--- src/rtl/vqdm_pkg.sv ---
// Package for the virtqueue descriptor manager.
// Holds the item and result types, operation and status codes and default sizes.
// No dependencies.
`default_nettype none

package vqdm_pkg;

  localparam int DEF_QUEUE_DEPTH  = 256;
  localparam int DEF_BUFFER_BYTES = 1600;
  localparam int HDR_BYTES        = 10;
  localparam logic [15:0] INDEX_LAST = 16'hFFFF;

  typedef enum logic [1:0] {
    MODE_POST     = 2'd0,
    MODE_COMPLETE = 2'd1,
    MODE_POLL     = 2'd2,
    MODE_SPARE    = 2'd3
  } mode_t;

  typedef enum logic [2:0] {
    ST_OK       = 3'd0,
    ST_NO_DESC  = 3'd1,
    ST_BAD_LEN  = 3'd2,
    ST_NOTHING  = 3'd3,
    ST_SHORT    = 3'd4,
    ST_BAD_ID   = 3'd5
  } status_t;

  localparam logic REG_QUEUE_SIZE = 1'b0;
  localparam logic REG_RECEIVE    = 1'b1;

  typedef struct packed {
    mode_t       mode;
    logic [15:0] payload_len;
    logic [7:0]  used_id;
    logic [15:0] used_len;
    logic [15:0] max_len;
    logic [15:0] device_used_index;
  } vqdm_item_t;

  typedef struct packed {
    status_t     status;
    logic [7:0]  desc_index;
    logic [10:0] desc_length;
    logic        desc_writable;
    logic [7:0]  avail_slot;
    logic [15:0] avail_index_out;
    logic [7:0]  used_slot;
    logic [15:0] delivered_len;
    logic        pending;
    logic [8:0]  free_count_out;
  } vqdm_result_t;

endpackage

`default_nettype wire

--- src/rtl/vqdm_link_ram.sv ---
// Free-list link memory: one write port, one registered read port.
// No dependencies.
`default_nettype none

module vqdm_link_ram #(
  parameter int DEPTH = 256,
  parameter int AW    = 8,
  parameter int DW    = 9
) (
  input  wire logic          clk,
  input  wire logic          wr_en,
  input  wire logic [AW-1:0] wr_addr,
  input  wire logic [DW-1:0] wr_data,
  input  wire logic [AW-1:0] rd_addr,
  output logic      [DW-1:0] rd_data
);

  logic [DW-1:0] mem [DEPTH];

  always_ff @(posedge clk) begin
    if (wr_en) begin
      mem[wr_addr] <= wr_data;
    end
  end

  always_ff @(posedge clk) begin
    rd_data <= mem[rd_addr];
  end

endmodule

`default_nettype wire

--- src/rtl/vqdm_step.sv ---
// Single-item step logic: free-list pop/push, ring slots, length checks.
// Depends on vqdm_pkg.
`default_nettype none

module vqdm_step #(
  parameter int QUEUE_DEPTH  = vqdm_pkg::DEF_QUEUE_DEPTH,
  parameter int BUFFER_BYTES = vqdm_pkg::DEF_BUFFER_BYTES,
  parameter int IW = $clog2(QUEUE_DEPTH),
  parameter int LW = $clog2(QUEUE_DEPTH + 1)
) (
  input  wire vqdm_pkg::vqdm_item_t item,
  input  wire logic [LW-1:0]        size,
  input  wire logic                 receive,
  input  wire logic [LW-1:0]        head,
  input  wire logic [LW-1:0]        head_link,
  input  wire logic [LW-1:0]        free_count,
  input  wire logic [15:0]          avail_index,
  input  wire logic [IW-1:0]        avail_slot,
  input  wire logic [15:0]          last_used,
  input  wire logic [IW-1:0]        used_slot,
  output vqdm_pkg::vqdm_result_t    result,
  output logic [LW-1:0]             head_next,
  output logic [LW-1:0]             free_count_next,
  output logic [15:0]               avail_index_next,
  output logic [IW-1:0]             avail_slot_next,
  output logic [15:0]               last_used_next,
  output logic [IW-1:0]             used_slot_next,
  output logic                      wr_en,
  output logic [IW-1:0]             wr_addr,
  output logic [LW-1:0]             wr_data
);
  import vqdm_pkg::*;

  logic [16:0] tx_len;
  logic [15:0] strip_len;

  function automatic logic [IW-1:0] slot_step(input logic [IW-1:0] slot,
                                              input logic [15:0] index,
                                              input logic [LW-1:0] sz);
    logic [LW-1:0] inc;
    inc = LW'(slot) + LW'(1);
    if (index == INDEX_LAST || inc == sz) begin
      return '0;
    end
    return inc[IW-1:0];
  endfunction

  assign tx_len    = {1'b0, item.payload_len} + 17'(HDR_BYTES);
  assign strip_len = item.used_len - 16'(HDR_BYTES);

  always_comb begin
    result           = '0;
    result.status    = ST_OK;
    head_next        = head;
    free_count_next  = free_count;
    avail_index_next = avail_index;
    avail_slot_next  = avail_slot;
    last_used_next   = last_used;
    used_slot_next   = used_slot;
    wr_en            = 1'b0;
    wr_addr          = head[IW-1:0];
    wr_data          = '0;
    case (item.mode)
      MODE_POST: begin
        if (!receive && (item.payload_len == 16'd0 || tx_len > 17'(BUFFER_BYTES))) begin
          result.status = ST_BAD_LEN;
        end else if (free_count == '0 || head >= size) begin
          result.status = ST_NO_DESC;
        end else begin
          wr_en                = 1'b1;
          head_next            = head_link;
          free_count_next      = free_count - LW'(1);
          result.desc_index    = 8'(head);
          result.desc_length   = receive ? 11'(BUFFER_BYTES) : tx_len[10:0];
          result.desc_writable = receive;
          result.avail_slot    = 8'(avail_slot);
          avail_index_next     = avail_index + 16'd1;
          avail_slot_next      = slot_step(avail_slot, avail_index, size);
        end
      end
      MODE_COMPLETE: begin
        if (last_used == item.device_used_index) begin
          result.status = ST_NOTHING;
        end else if (item.max_len == 16'd0) begin
          result.status = ST_BAD_LEN;
        end else begin
          result.used_slot  = 8'(used_slot);
          last_used_next    = last_used + 16'd1;
          used_slot_next    = slot_step(used_slot, last_used, size);
          result.desc_index = item.used_id;
          if (16'(item.used_id) >= 16'(size) || free_count >= size) begin
            result.status = ST_BAD_ID;
          end else begin
            wr_en           = 1'b1;
            wr_addr         = IW'(item.used_id);
            wr_data         = head;
            head_next       = LW'(item.used_id);
            free_count_next = free_count + LW'(1);
            if (item.used_len <= 16'(HDR_BYTES)) begin
              result.status = ST_SHORT;
            end else begin
              result.delivered_len = (strip_len > item.max_len) ? item.max_len : strip_len;
            end
          end
        end
      end
      default: begin
        result.status = (last_used != item.device_used_index) ? ST_OK : ST_NOTHING;
      end
    endcase
    result.avail_index_out = avail_index_next;
    result.pending         = (last_used_next != item.device_used_index);
    result.free_count_out  = 9'(free_count_next);
  end

endmodule

`default_nettype wire

--- src/rtl/virtqueue_descriptor_manager_unit.sv ---
// Top level of the virtqueue descriptor manager: input and result registers,
// queue state, link-memory clearing pass. Depends on vqdm_pkg, vqdm_step, vqdm_link_ram.
//
//   channel  direction  handshake            payload
//   in       sink       in_valid/in_ready    mode payload_len used_id used_len max_len
//                                            device_used_index
//   out      source     out_valid/out_ready  status desc_index desc_length desc_writable
//                                            avail_slot avail_index_out used_slot
//                                            delivered_len pending free_count_out
//   cfg      sink       cfg_valid/cfg_ready  cfg_index cfg_data
//
// One item per cycle while out_ready is high and no clearing pass runs; item and result are registered.
// The link memory's one write port and registered read carry one pop or push a cycle.
// After reset and after every queue_size write, a clearing pass rewrites every link-memory entry;
// in_ready is low meanwhile, cfg is always ready.
// A result held by out_ready low stalls the step; one more item waits in the input register.
`default_nettype none

module virtqueue_descriptor_manager_unit #(
  parameter int QUEUE_DEPTH  = vqdm_pkg::DEF_QUEUE_DEPTH,
  parameter int BUFFER_BYTES = vqdm_pkg::DEF_BUFFER_BYTES
) (
  input  wire logic        clk,
  input  wire logic        rst,
  input  wire logic        in_valid,
  output logic             in_ready,
  input  wire logic [1:0]  mode,
  input  wire logic [15:0] payload_len,
  input  wire logic [7:0]  used_id,
  input  wire logic [15:0] used_len,
  input  wire logic [15:0] max_len,
  input  wire logic [15:0] device_used_index,
  output logic             out_valid,
  input  wire logic        out_ready,
  output logic [2:0]       status,
  output logic [7:0]       desc_index,
  output logic [10:0]      desc_length,
  output logic             desc_writable,
  output logic [7:0]       avail_slot,
  output logic [15:0]      avail_index_out,
  output logic [7:0]       used_slot,
  output logic [15:0]      delivered_len,
  output logic             pending,
  output logic [8:0]       free_count_out,
  input  wire logic        cfg_valid,
  output logic             cfg_ready,
  input  wire logic        cfg_index,
  input  wire logic [8:0]  cfg_data
);
  import vqdm_pkg::*;

  localparam int IW = $clog2(QUEUE_DEPTH);
  localparam int LW = $clog2(QUEUE_DEPTH + 1);

  logic          in_full;
  vqdm_item_t    item;
  vqdm_result_t  res;
  vqdm_result_t  res_next;

  logic [8:0]    queue_size;
  logic          receive;
  logic          clearing;
  logic [LW-1:0] clr_cnt;
  logic [LW-1:0] clr_inc;

  logic [LW-1:0] head;
  logic [LW-1:0] free_count;
  logic [15:0]   avail_index;
  logic [IW-1:0] avail_slot_q;
  logic [15:0]   last_used;
  logic [IW-1:0] used_slot_q;
  logic          link_byp;
  logic [LW-1:0] link_hold;

  logic [LW-1:0] size;
  logic [LW-1:0] head_link;
  logic [LW-1:0] ram_q;
  logic          fire;
  logic          cfg_fire;

  logic [LW-1:0] head_next;
  logic [LW-1:0] free_count_next;
  logic [15:0]   avail_index_next;
  logic [IW-1:0] avail_slot_next;
  logic [15:0]   last_used_next;
  logic [IW-1:0] used_slot_next;
  logic          step_wr_en;
  logic [IW-1:0] step_wr_addr;
  logic [LW-1:0] step_wr_data;

  logic          wr_en;
  logic [IW-1:0] wr_addr;
  logic [LW-1:0] wr_data;
  logic [LW-1:0] rd_head;
  logic [IW-1:0] rd_addr;

  always_comb begin
    if (queue_size == 9'd0) begin
      size = LW'(1);
    end else if (32'(queue_size) > 32'(QUEUE_DEPTH)) begin
      size = LW'(QUEUE_DEPTH);
    end else begin
      size = LW'(queue_size);
    end
  end

  assign cfg_ready = 1'b1;
  assign cfg_fire  = cfg_valid & cfg_ready;
  assign fire      = in_full & (~out_valid | out_ready) & ~clearing;
  assign in_ready  = ~clearing & (~in_full | fire);
  assign head_link = link_byp ? link_hold : ram_q;
  assign clr_inc   = clr_cnt + LW'(1);

  vqdm_step #(
    .QUEUE_DEPTH  (QUEUE_DEPTH),
    .BUFFER_BYTES (BUFFER_BYTES),
    .IW           (IW),
    .LW           (LW)
  ) u_step (
    .item             (item),
    .size             (size),
    .receive          (receive),
    .head             (head),
    .head_link        (head_link),
    .free_count       (free_count),
    .avail_index      (avail_index),
    .avail_slot       (avail_slot_q),
    .last_used        (last_used),
    .used_slot        (used_slot_q),
    .result           (res_next),
    .head_next        (head_next),
    .free_count_next  (free_count_next),
    .avail_index_next (avail_index_next),
    .avail_slot_next  (avail_slot_next),
    .last_used_next   (last_used_next),
    .used_slot_next   (used_slot_next),
    .wr_en            (step_wr_en),
    .wr_addr          (step_wr_addr),
    .wr_data          (step_wr_data)
  );

  always_comb begin
    if (clearing) begin
      wr_en   = 1'b1;
      wr_addr = clr_cnt[IW-1:0];
      wr_data = (clr_inc < size) ? clr_inc : size;
      rd_head = '0;
    end else begin
      wr_en   = fire & step_wr_en;
      wr_addr = step_wr_addr;
      wr_data = step_wr_data;
      rd_head = fire ? head_next : head;
    end
  end

  assign rd_addr = rd_head[IW-1:0];

  vqdm_link_ram #(
    .DEPTH (QUEUE_DEPTH),
    .AW    (IW),
    .DW    (LW)
  ) u_link_ram (
    .clk     (clk),
    .wr_en   (wr_en),
    .wr_addr (wr_addr),
    .wr_data (wr_data),
    .rd_addr (rd_addr),
    .rd_data (ram_q)
  );

  always_ff @(posedge clk) begin
    link_byp  <= wr_en && (wr_addr == rd_addr);
    link_hold <= wr_data;
  end

  always_ff @(posedge clk) begin
    if (rst) begin
      in_full <= 1'b0;
    end else if (in_ready) begin
      in_full <= in_valid;
    end
  end

  always_ff @(posedge clk) begin
    if (in_ready && in_valid) begin
      item.mode              <= mode_t'(mode);
      item.payload_len       <= payload_len;
      item.used_id           <= used_id;
      item.used_len          <= used_len;
      item.max_len           <= max_len;
      item.device_used_index <= device_used_index;
    end
  end

  always_ff @(posedge clk) begin
    if (rst) begin
      out_valid <= 1'b0;
    end else if (fire) begin
      out_valid <= 1'b1;
    end else if (out_ready) begin
      out_valid <= 1'b0;
    end
  end

  always_ff @(posedge clk) begin
    if (fire) begin
      res <= res_next;
    end
  end

  always_ff @(posedge clk) begin
    if (rst) begin
      queue_size <= 9'd256;
      receive    <= 1'b1;
      clearing   <= 1'b1;
      clr_cnt    <= '0;
    end else begin
      if (cfg_fire) begin
        unique case (cfg_index)
          REG_QUEUE_SIZE: begin
            queue_size <= cfg_data;
          end
          REG_RECEIVE: begin
            receive <= cfg_data[0];
          end
          default: begin
          end
        endcase
      end
      if (cfg_fire && cfg_index == REG_QUEUE_SIZE) begin
        clearing <= 1'b1;
        clr_cnt  <= '0;
      end else if (clearing) begin
        clr_cnt <= clr_inc;
        if (clr_cnt == LW'(QUEUE_DEPTH - 1)) begin
          clearing <= 1'b0;
        end
      end
    end
  end

  always_ff @(posedge clk) begin
    if (rst) begin
      head         <= '0;
      free_count   <= '0;
      avail_index  <= '0;
      avail_slot_q <= '0;
      last_used    <= '0;
      used_slot_q  <= '0;
    end else if (clearing) begin
      head         <= '0;
      free_count   <= size;
      avail_index  <= '0;
      avail_slot_q <= '0;
      last_used    <= '0;
      used_slot_q  <= '0;
    end else if (fire) begin
      head         <= head_next;
      free_count   <= free_count_next;
      avail_index  <= avail_index_next;
      avail_slot_q <= avail_slot_next;
      last_used    <= last_used_next;
      used_slot_q  <= used_slot_next;
    end
  end

  assign status          = res.status;
  assign desc_index      = res.desc_index;
  assign desc_length     = res.desc_length;
  assign desc_writable   = res.desc_writable;
  assign avail_slot      = res.avail_slot;
  assign avail_index_out = res.avail_index_out;
  assign used_slot       = res.used_slot;
  assign delivered_len   = res.delivered_len;
  assign pending         = res.pending;
  assign free_count_out  = res.free_count_out;

endmodule

`default_nettype wire

--- config.mk ---
export PLATFORM = sky130hd
export DESIGN_NAME = virtqueue_descriptor_manager_unit
export DESIGN_NICKNAME = d
export VERILOG_FILES = /design/src/rtl/vqdm_pkg.sv /design/src/rtl/vqdm_link_ram.sv /design/src/rtl/vqdm_step.sv /design/src/rtl/virtqueue_descriptor_manager_unit.sv
export SDC_FILE = /design/constraint.sdc
export NUM_CORES = 2
export LEC_CHECK = 0
export BUFFER_PORTS_ARGS = -buffer_cell sky130_fd_sc_hd__buf_2
export CORE_MARGIN = 4
export CORE_UTILIZATION = 44
export CTS_BUF_LIST = sky130_fd_sc_hd__clkbuf_8 sky130_fd_sc_hd__clkbuf_16
export DETAILED_ROUTE_END_ITERATION = 10
export SLEW_MARGIN = 0
export SYNTH_ARGS = -nofsm -noshare
export SYNTH_HDL_FRONTEND = slang
export SYNTH_SLANG_ARGS = --single-unit
--- constraint.sdc ---
create_clock -name clk -period 16 [get_ports clk]
set_input_delay 3.2 -clock clk [delete_from_list [all_inputs] [get_ports clk]]
set_output_delay 3.2 -clock clk [all_outputs]
set_load 0.01 [all_outputs]
Word-level counts from Yosys, hierarchy flattened
Memories as Yosys holds them, arrays and structs flattened. A register that Yosys moved wholly into a read port is not among the register bits.
Cells that the tools add are included.
{"block": "op_classes", "magnitude_cmp": 8, "n_mux": 76, "addsub": 9, "n_reduce_logical": 29, "n_bitwise": 16, "eq_ne": 15}
{"op": "9-bit 2-to-1 mux", "count": 21}
{"op": "16-bit 2-to-1 mux", "count": 7}
{"op": "8-bit 2-to-1 mux", "count": 13}
{"op": "28-bit 2-to-1 mux", "count": 2}
{"op": "9-bit one-hot mux with 2 select lines", "count": 2}
{"op": "16-bit by 1-bit adder with 16-bit output, second input constant", "count": 2}
{"op": "16-bit equality test, second input constant", "count": 2}
{"op": "16-bit logical NOT", "count": 2}
{"op": "16-bit inequality test", "count": 2}
{"op": "1-bit 2-to-1 mux", "count": 21}
{"op": "8-bit by 1-bit adder with 9-bit output, second input constant", "count": 2}
{"op": "9-bit by 1-bit adder with 9-bit output, second input constant", "count": 2}
{"op": "9-bit equality test", "count": 2}
{"op": "9-bit greater-or-equal comparator", "count": 2}
{"op": "9-bit logical NOT", "count": 2}
{"op": "16-bit by 4-bit adder with 17-bit output, second input constant", "count": 1}
{"op": "17-bit by 11-bit greater-than comparator with 1-bit output, second input constant", "count": 1}
{"op": "16-bit equality test", "count": 1}
{"op": "16-bit greater-than comparator", "count": 1}
{"op": "16-bit by 4-bit less-or-equal comparator with 1-bit output, second input constant", "count": 1}
{"op": "8-bit one-hot mux with 2 select lines", "count": 1}
{"op": "16-bit by 4-bit subtractor with 16-bit output, second input constant", "count": 1}
{"op": "3-bit 2-to-1 mux", "count": 5}
{"op": "11-bit 2-to-1 mux", "count": 1}
{"op": "other kinds (26)", "count": 56}
{"block": "word_totals", "inputBits": 89, "register_bits": 253, "out_inout_bits": 84, "wordCells": 186, "ram_bits": 2304, "memories": 1}
{"name": "u_link_ram.mem", "words": 256, "width": 9, "read_ports": 1, "rd_clocked_by_memory_dff": 1, "write_ports": 1, "line": "vqdm_link_ram.sv:18", "source": "logic [DW-1:0] mem [DEPTH];"}

Logic depth before layout (Yosys ltp)
{"block": "logic_depth", "ltp_word": 13, "depth_mapped": 25, "depth_no_buf": 19}

Hierarchy
A second synthesis with hierarchy kept.
{"block": "unflattened", "hier_cells": 5730, "hier_area_um2": 103717.0}
{"module": "vqdm_link_ram", "cells_per_inst": 4237, "seq_area_each_um2": 69366.5, "n_inst": 1, "area_per_inst_um2": 89278.1}
{"module": "virtqueue_descriptor_manager_unit", "cells_per_inst": 731, "seq_area_each_um2": 6616.3, "n_inst": 1, "area_per_inst_um2": 9217.6}
{"module": "vqdm_step", "cells_per_inst": 762, "seq_area_each_um2": 0.0, "n_inst": 1, "area_per_inst_um2": 5221.3}

Worst setup path before layout
No wires, ideal clock.
{"block": "synth_timing", "path_type": "register -> register", "startpoint": "register queue_size[8]", "endpoint": "memory u_link_ram.mem[0][0], data pin", "setup_time_ps": 2194, "t_required_ps": 13806, "t_arrival_ps": 12961, "n_path_buf": 2, "path_stages_with_launch": 17, "period_less_slack_ps": 15155, "setup_slack_ps": 845, "path_cell_list": "dfxtp_1 > buf_1 > nor2b_1 > inv_1 > ha_1 > a21boi_0 > o21a_1 > o21a_1 > o21a_1 > o21a_1 > o21a_1 > o21ai_0 > nand2b_1 > a21oi_1 > buf_1 > mux2i_1 > o21ai_0"}
{"block": "synth_between", "elab_chain_cells": 10, "elab_cells_between_ends": 14, "classes_between": "order compare: 4; mux: 8; reduce/logical: 2"}
{"element": "from (decl)", "line": "virtqueue_descriptor_manager_unit.sv:60", "source": "logic [8:0] queue_size;"}
{"element": "from (signal assigned)", "line": "virtqueue_descriptor_manager_unit.sv:221", "source": "queue_size <= cfg_data;"}
{"element": "9-bit greater-than comparator", "line": "virtqueue_descriptor_manager_unit.sv:100", "source": "end else if (32'(queue_size) > 32'(QUEUE_DEPTH)) begin"}
{"element": "9-bit 2-to-1 mux", "line": "virtqueue_descriptor_manager_unit.sv:100"}
{"element": "9-bit 2-to-1 mux (*)", "line": "virtqueue_descriptor_manager_unit.sv:98", "source": "if (queue_size == 9'd0) begin"}
{"element": "8-bit by 9-bit greater-or-equal comparator with 1-bit output or 9-bit greater-or-equal comparator (tied branches)", "line": "vqdm_step.sv:91", "source": "if (16'(item.used_id) >= 16'(size) || free_count >= size) begin"}
{"element": "1-bit logical OR", "line": "vqdm_step.sv:91"}
{"element": "9-bit 2-to-1 mux", "line": "vqdm_step.sv:91"}
{"element": "9-bit 2-to-1 mux", "line": "vqdm_step.sv:84", "source": "end else if (item.max_len == 16'd0) begin"}
{"element": "9-bit 2-to-1 mux", "line": "vqdm_step.sv:82", "source": "if (last_used == item.device_used_index) begin"}
{"element": "9-bit 2-to-1 mux", "line": "vqdm_step.sv:63", "source": "case (item.mode)"}
{"element": "9-bit 2-to-1 mux (*)", "line": "virtqueue_descriptor_manager_unit.sv:143", "source": "if (clearing) begin"}
{"element": "net u_link_ram.wr_data[0]", "line": "vqdm_link_ram.sv:13", "source": "input wire logic [DW-1:0] wr_data,"}
{"element": "to (decl)", "line": "vqdm_link_ram.sv:18"}
Mark *: on every way through the listed nets, which the timed path passes. The rest lies on a longest branch.

Final worst setup path
{"block": "layout_timing", "startpoint": "register queue_size[8]", "endpoint": "register u_link_ram.rd_data[3], read port of u_link_ram.mem"}
{"block": "layout_between", "elab_chain_cells": 11, "elab_cells_between_ends": 17, "classes_between": "order compare: 4; mux: 10; reduce/logical: 3"}
{"element": "9-bit greater-than comparator", "line": "virtqueue_descriptor_manager_unit.sv:100"}
{"element": "9-bit 2-to-1 mux", "line": "virtqueue_descriptor_manager_unit.sv:100"}
{"element": "9-bit 2-to-1 mux (*)", "line": "virtqueue_descriptor_manager_unit.sv:98"}
{"element": "8-bit by 9-bit greater-or-equal comparator with 1-bit output or 9-bit greater-or-equal comparator (tied branches)", "line": "vqdm_step.sv:91"}
{"element": "1-bit logical OR", "line": "vqdm_step.sv:91"}
{"element": "9-bit 2-to-1 mux", "line": "vqdm_step.sv:91"}
{"element": "9-bit 2-to-1 mux", "line": "vqdm_step.sv:84"}
{"element": "9-bit 2-to-1 mux", "line": "vqdm_step.sv:82"}
{"element": "9-bit one-hot mux with 2 select lines (*)", "line": "vqdm_step.sv:63"}
{"element": "8-bit 2-to-1 mux (*)"}
{"element": "8-bit 2-to-1 mux (*)", "line": "virtqueue_descriptor_manager_unit.sv:143"}
{"element": "to (decl)", "line": "vqdm_link_ram.sv:15", "source": "output logic [DW-1:0] rd_data"}
Every way passes the cells marked *; elsewhere a longest branch is shown, timed or not. The select of a mux whose other input is x is not followed.
A chain may end at the register's enable or synchronous reset.

==> flow_metrics.tcl <==
set metrics [dict create \
    cts_hold_buf 0 \
    dp_hpwl_um 200000 \
    path_delay_family "compound AO/OA/AOI/OAI gates" \
    cts_setup_buffers 0 \
    tightest_slew_ns 1.51 \
    gp_congestion 0.907 \
    htreeDepth 5 \
    insertion_delay_ns 0.95 \
    core_region_area_um2 241000 \
    cap_violations 1 \
    end_kind "register" \
    synth_async_sr_flop_share_pct 0 \
    busiest_layer "met2" \
    synth.yosys.seq_area_share_pct 71.2 \
    final-hold-violation-count 0 \
    slowest_stage "nor4_2" \
    syn-instance-count 8285 \
    die_area_um2 251000 \
    portBuffers 171 \
    rows 180 \
    cts_tree "done" \
    globalRouteOverflowTotal 0 \
    yosys.area.top_type "edfxtp_1" \
    critical_path_buf_inv_count 5 \
    leakage_uw 0.0420 \
    worstPathCellList "inv_2, nand2_1, ha_1, a21o_1, a221o_1, a221oi_2, nand2_1, nor4_2, a211oi_1, a211oi_4, buf_12, buf_12, buf_12, buf_4, a211oi_1, a311oi_1, a211oi_1, a31oi_1, mux2i_1, a21oi_1, o221a_2" \
    worst-setup-path-type "register to register" \
    final_util_pct 49.4 \
    ys.flop_type "edfxtp_1" \
    syn_area_um2 107000 \
    synth_edf_count 2459 \
    p_int_uw 10900 \
    syn_nets 8434 \
    vias 72200 \
    hold_class "register to register" \
    p_seq_share_pct 53.8 \
    fp.dieW_um 501 \
    ys_warn_count 0 \
    p_switching_uw 2820 \
    clk_pin_slew_ns 0.06 \
    grt.met3_usage_pct 6.63 \
    cts.repair.resized 0 \
    max_stage_delay_ns 0.83 \
    viasPerCell 6.15 \
    use_met1_pct 37.0 \
    timing.final.crit_share_pct 55.4 \
    peakVddDrop_mv 0.0893 \
    antenna_found_initial 20 \
    final_antenna_net_count 0 \
    status "complete, but fails checks" \
    cp.required_ns 16.88 \
    drv_slew 4 \
    drtIter0Drc 9725 \
    die_height_um 501 \
    root_buffer "clkbuf_16" \
    cts_num_sinks 2566 \
    first_pass_iters 7 \
    slew_headroom_pct -1.34 \
    track_usage_pct 26.8 \
    netSwitchingFraction_pct 20.6 \
    tns_ns 0 \
    final.fill_count 20900 \
    syn_avg_cell_area_um2 12.9 \
    wl_um 346000 \
    cts_made_buffers 285 \
    skew_ns 0.0754 \
    clockBufferDepth 4 \
    drc 0 \
    drive_gt1_share_pct 9.32 \
    crit_fanout 91 \
    rsz0062_at_grt "no" \
    min_period_ns 8.86 \
    cp.arrival_ns 9.74 \
    powerDensity_nw_per_um2 115 \
    ios 173 \
    clkPwrFrac_pct 44.4 \
    ys_seq_elements 2566 \
    final-setup-viol-count 0 \
    synthToLayoutAreaGrowth_pct 11.6 \
    yosys.area.top_type_share_pct 69.2 \
    grt_max_degree 201 \
    start_util_pct 44.3 \
    gr-usage-met2_pct 40.0 \
    max_freq_mhz 113 \
    grt_pass1_wl_um 492000 \
    synth.distinct_cells 90 \
    netlist_top_cells_area "edfxtp_1 69%, nand2_1 6.8%, nand3_1 3.8%, dfxtp_1 2.0%, mux2i_1 1.8%" \
    layout.nets 8493 \
    violations "max-capacitance violations, max-slew violations" \
    startpoint_type "register" \
    grt_pass1_vias 66800 \
    comb_power_share_pct 1.8 \
    wl_per_cell_um 29.4 \
]
==> final cells by class <==
type | instances | area (um2) | share of cell area, %
clock buffers | 299 | 7440 | 6.24
repair buffers | 332 | 2340 | 1.97
diodes | 20 | 50.0 | 0.0420
well taps | 3185 | 3990 | 3.34
flip-flops and latches | 2566 | 76000 | 63.8
inverters | 122 | 459 | 0.385
clock inverters | 183 | 1040 | 0.870
multi-input cells | 5037 | 27900 | 23.4
==> final timing paths <==
path | cells past startpoint | to | from | slack (ns)
worst max-delay path | 21 | u_link_ram.rd_data[3]$_DFF_P_ | queue_size[8]$_SDFFE_PP1P_ | 7.14
worst min-delay path | 2 | queue_size[0]$_SDFFE_PP0P_ | queue_size[0]$_SDFFE_PP0P_ | 0.48
worst max register to register | 21 | u_link_ram.rd_data[3]$_DFF_P_ | queue_size[8]$_SDFFE_PP1P_ | 7.14
worst min register to register | 2 | queue_size[0]$_SDFFE_PP0P_ | queue_size[0]$_SDFFE_PP0P_ | 0.48
==> synthesized netlist by cell type, drive strengths merged (7+ instances only) <==
cell type	number
a2111oi	14
a211o	14
a211oi	191
a21o	9
a21oi	167
a221oi	18
a22o	12
a22oi	19
a311oi	184
a31oi	128
a32o	7
a32oi	24
and2	22
and3	134
buf	352
clkbuf	208
dfxtp	107
edfxtp	2459
ha	60
inv	122
mux2	13
mux2i	197
mux4	34
nand2	1936
nand2b	11
nand3	801
nand4	58
nor2	459
nor2b	24
nor3	48
nor4	36
o211ai	17
o21a	13
o21ai	94
o21bai	8
o221ai	18
o22ai	21
o31ai	12
or3	17
or4	12
xnor2	66
xor2	69
==> power groups by stage <==
stage | sequential (uW) | clock [uW] | combinational, uW
6_report | 7380 | 6090 | 249
5_1_grt | 7380 | 6420 | 260
4_1_cts | 7380 | 6150 | 245
3_3_place_gp | 7520 | 0 | 237
2_1_floorplan | 7570 | 0 | 113
3_5_place_dp | 7520 | 0 | 243
==> placed cells by master (no fill, tap or decap), types with 19 or more instances in the layout <==
cell type / count
a211oi_1: 188
a21oi_1: 165
a22oi_1: 19
a311oi_1: 184
a31oi_1: 128
a32oi_1: 24
and3_1: 133
buf_12: 21
buf_2: 172
buf_4: 137
clkbuf_16: 295
clkinv_1: 49
clkinv_2: 30
dfxtp_1: 106
diode_2: 20
edfxtp_1: 2459
ha_1: 60
inv_1: 204
mux2i_1: 194
mux4_2: 34
nand2_1: 1934
nand3_1: 797
nand4_1: 58
nor2_1: 448
nor2b_1: 23
nor3_1: 46
nor4_1: 35
o21ai_0: 81
o22ai_1: 21
xnor2_1: 66
xor2_1: 69
==> worst reg2reg max path, cell delays in order, from the launching register on <==
cell and delay, ns:
dfxtp_1 0.63, inv_2 0.24, nand2_1 0.45, ha_1 0.35, a21o_1 0.19, a221o_1 0.34, a221oi_2 0.45, nand2_1 0.31
nor4_2 0.83, a211oi_1 0.31, a211oi_4 0.38, buf_12 0.36, buf_12 0.58, buf_12 0.65, buf_4 0.69, a211oi_1 0.13
a311oi_1 0.34, a211oi_1 0.11, a31oi_1 0.60, mux2i_1 0.41, a21oi_1 0.30, o221a_2 0.22
==> kinds of logic (layout without fill, tap and decap cells) <==
group	Yosys count	in the layout	share of synthesized area, %
AO/OA/AOI/OAI	1020	1020	6.87
flip-flops	2566	2566	71.2
XOR/XNOR	135	135	1.11
AND/OR/NAND/NOR	3577	3577	14.4
buffers and inverters	682	936	2.97
multiplexers	244	244	2.71
other	1	21	0.00351
adder cells (fa/ha/maj)	60	60	0.703
==> flip-flops by register name, summed over array words and instances, names as in the netlist, 9 cells and up <==
register and count:
u_link_ram.mem 2304, item 74, avail_index 16, avail_index_out 16
delivered_len 16, last_used 16, desc_length 11, clr_cnt 9
free_count 9, free_count_out 9, head 9, link_hold 9
queue_size 9, u_link_ram.rd_data 9
==> per-stage QoR <==
stage	power (uW)	worst slack (ns)	hold slack (ns)	cells	cell area [um2]
after global placement	7760	6.00	0.466	11200	111000
after global routing	14100	6.88	0.488	11700	119000
after detailed placement	7760	5.95	0.470	11200	111000
after CTS	13800	6.90	0.479	11700	119000
final	13700	7.14	0.479	11700	119000
after floorplan	7690	0.845	0.436	8285	107000
==> per-layer routing <==
layer | up-vias | wire length [um]
li1 | 30800 | -
met1 | 36000 | 134000
met2 | 4516 | 152000
met3 | 863 | 40200
met4 | 10 | 18900
met5 | - | 59
(Power assumes the default switching activity.)
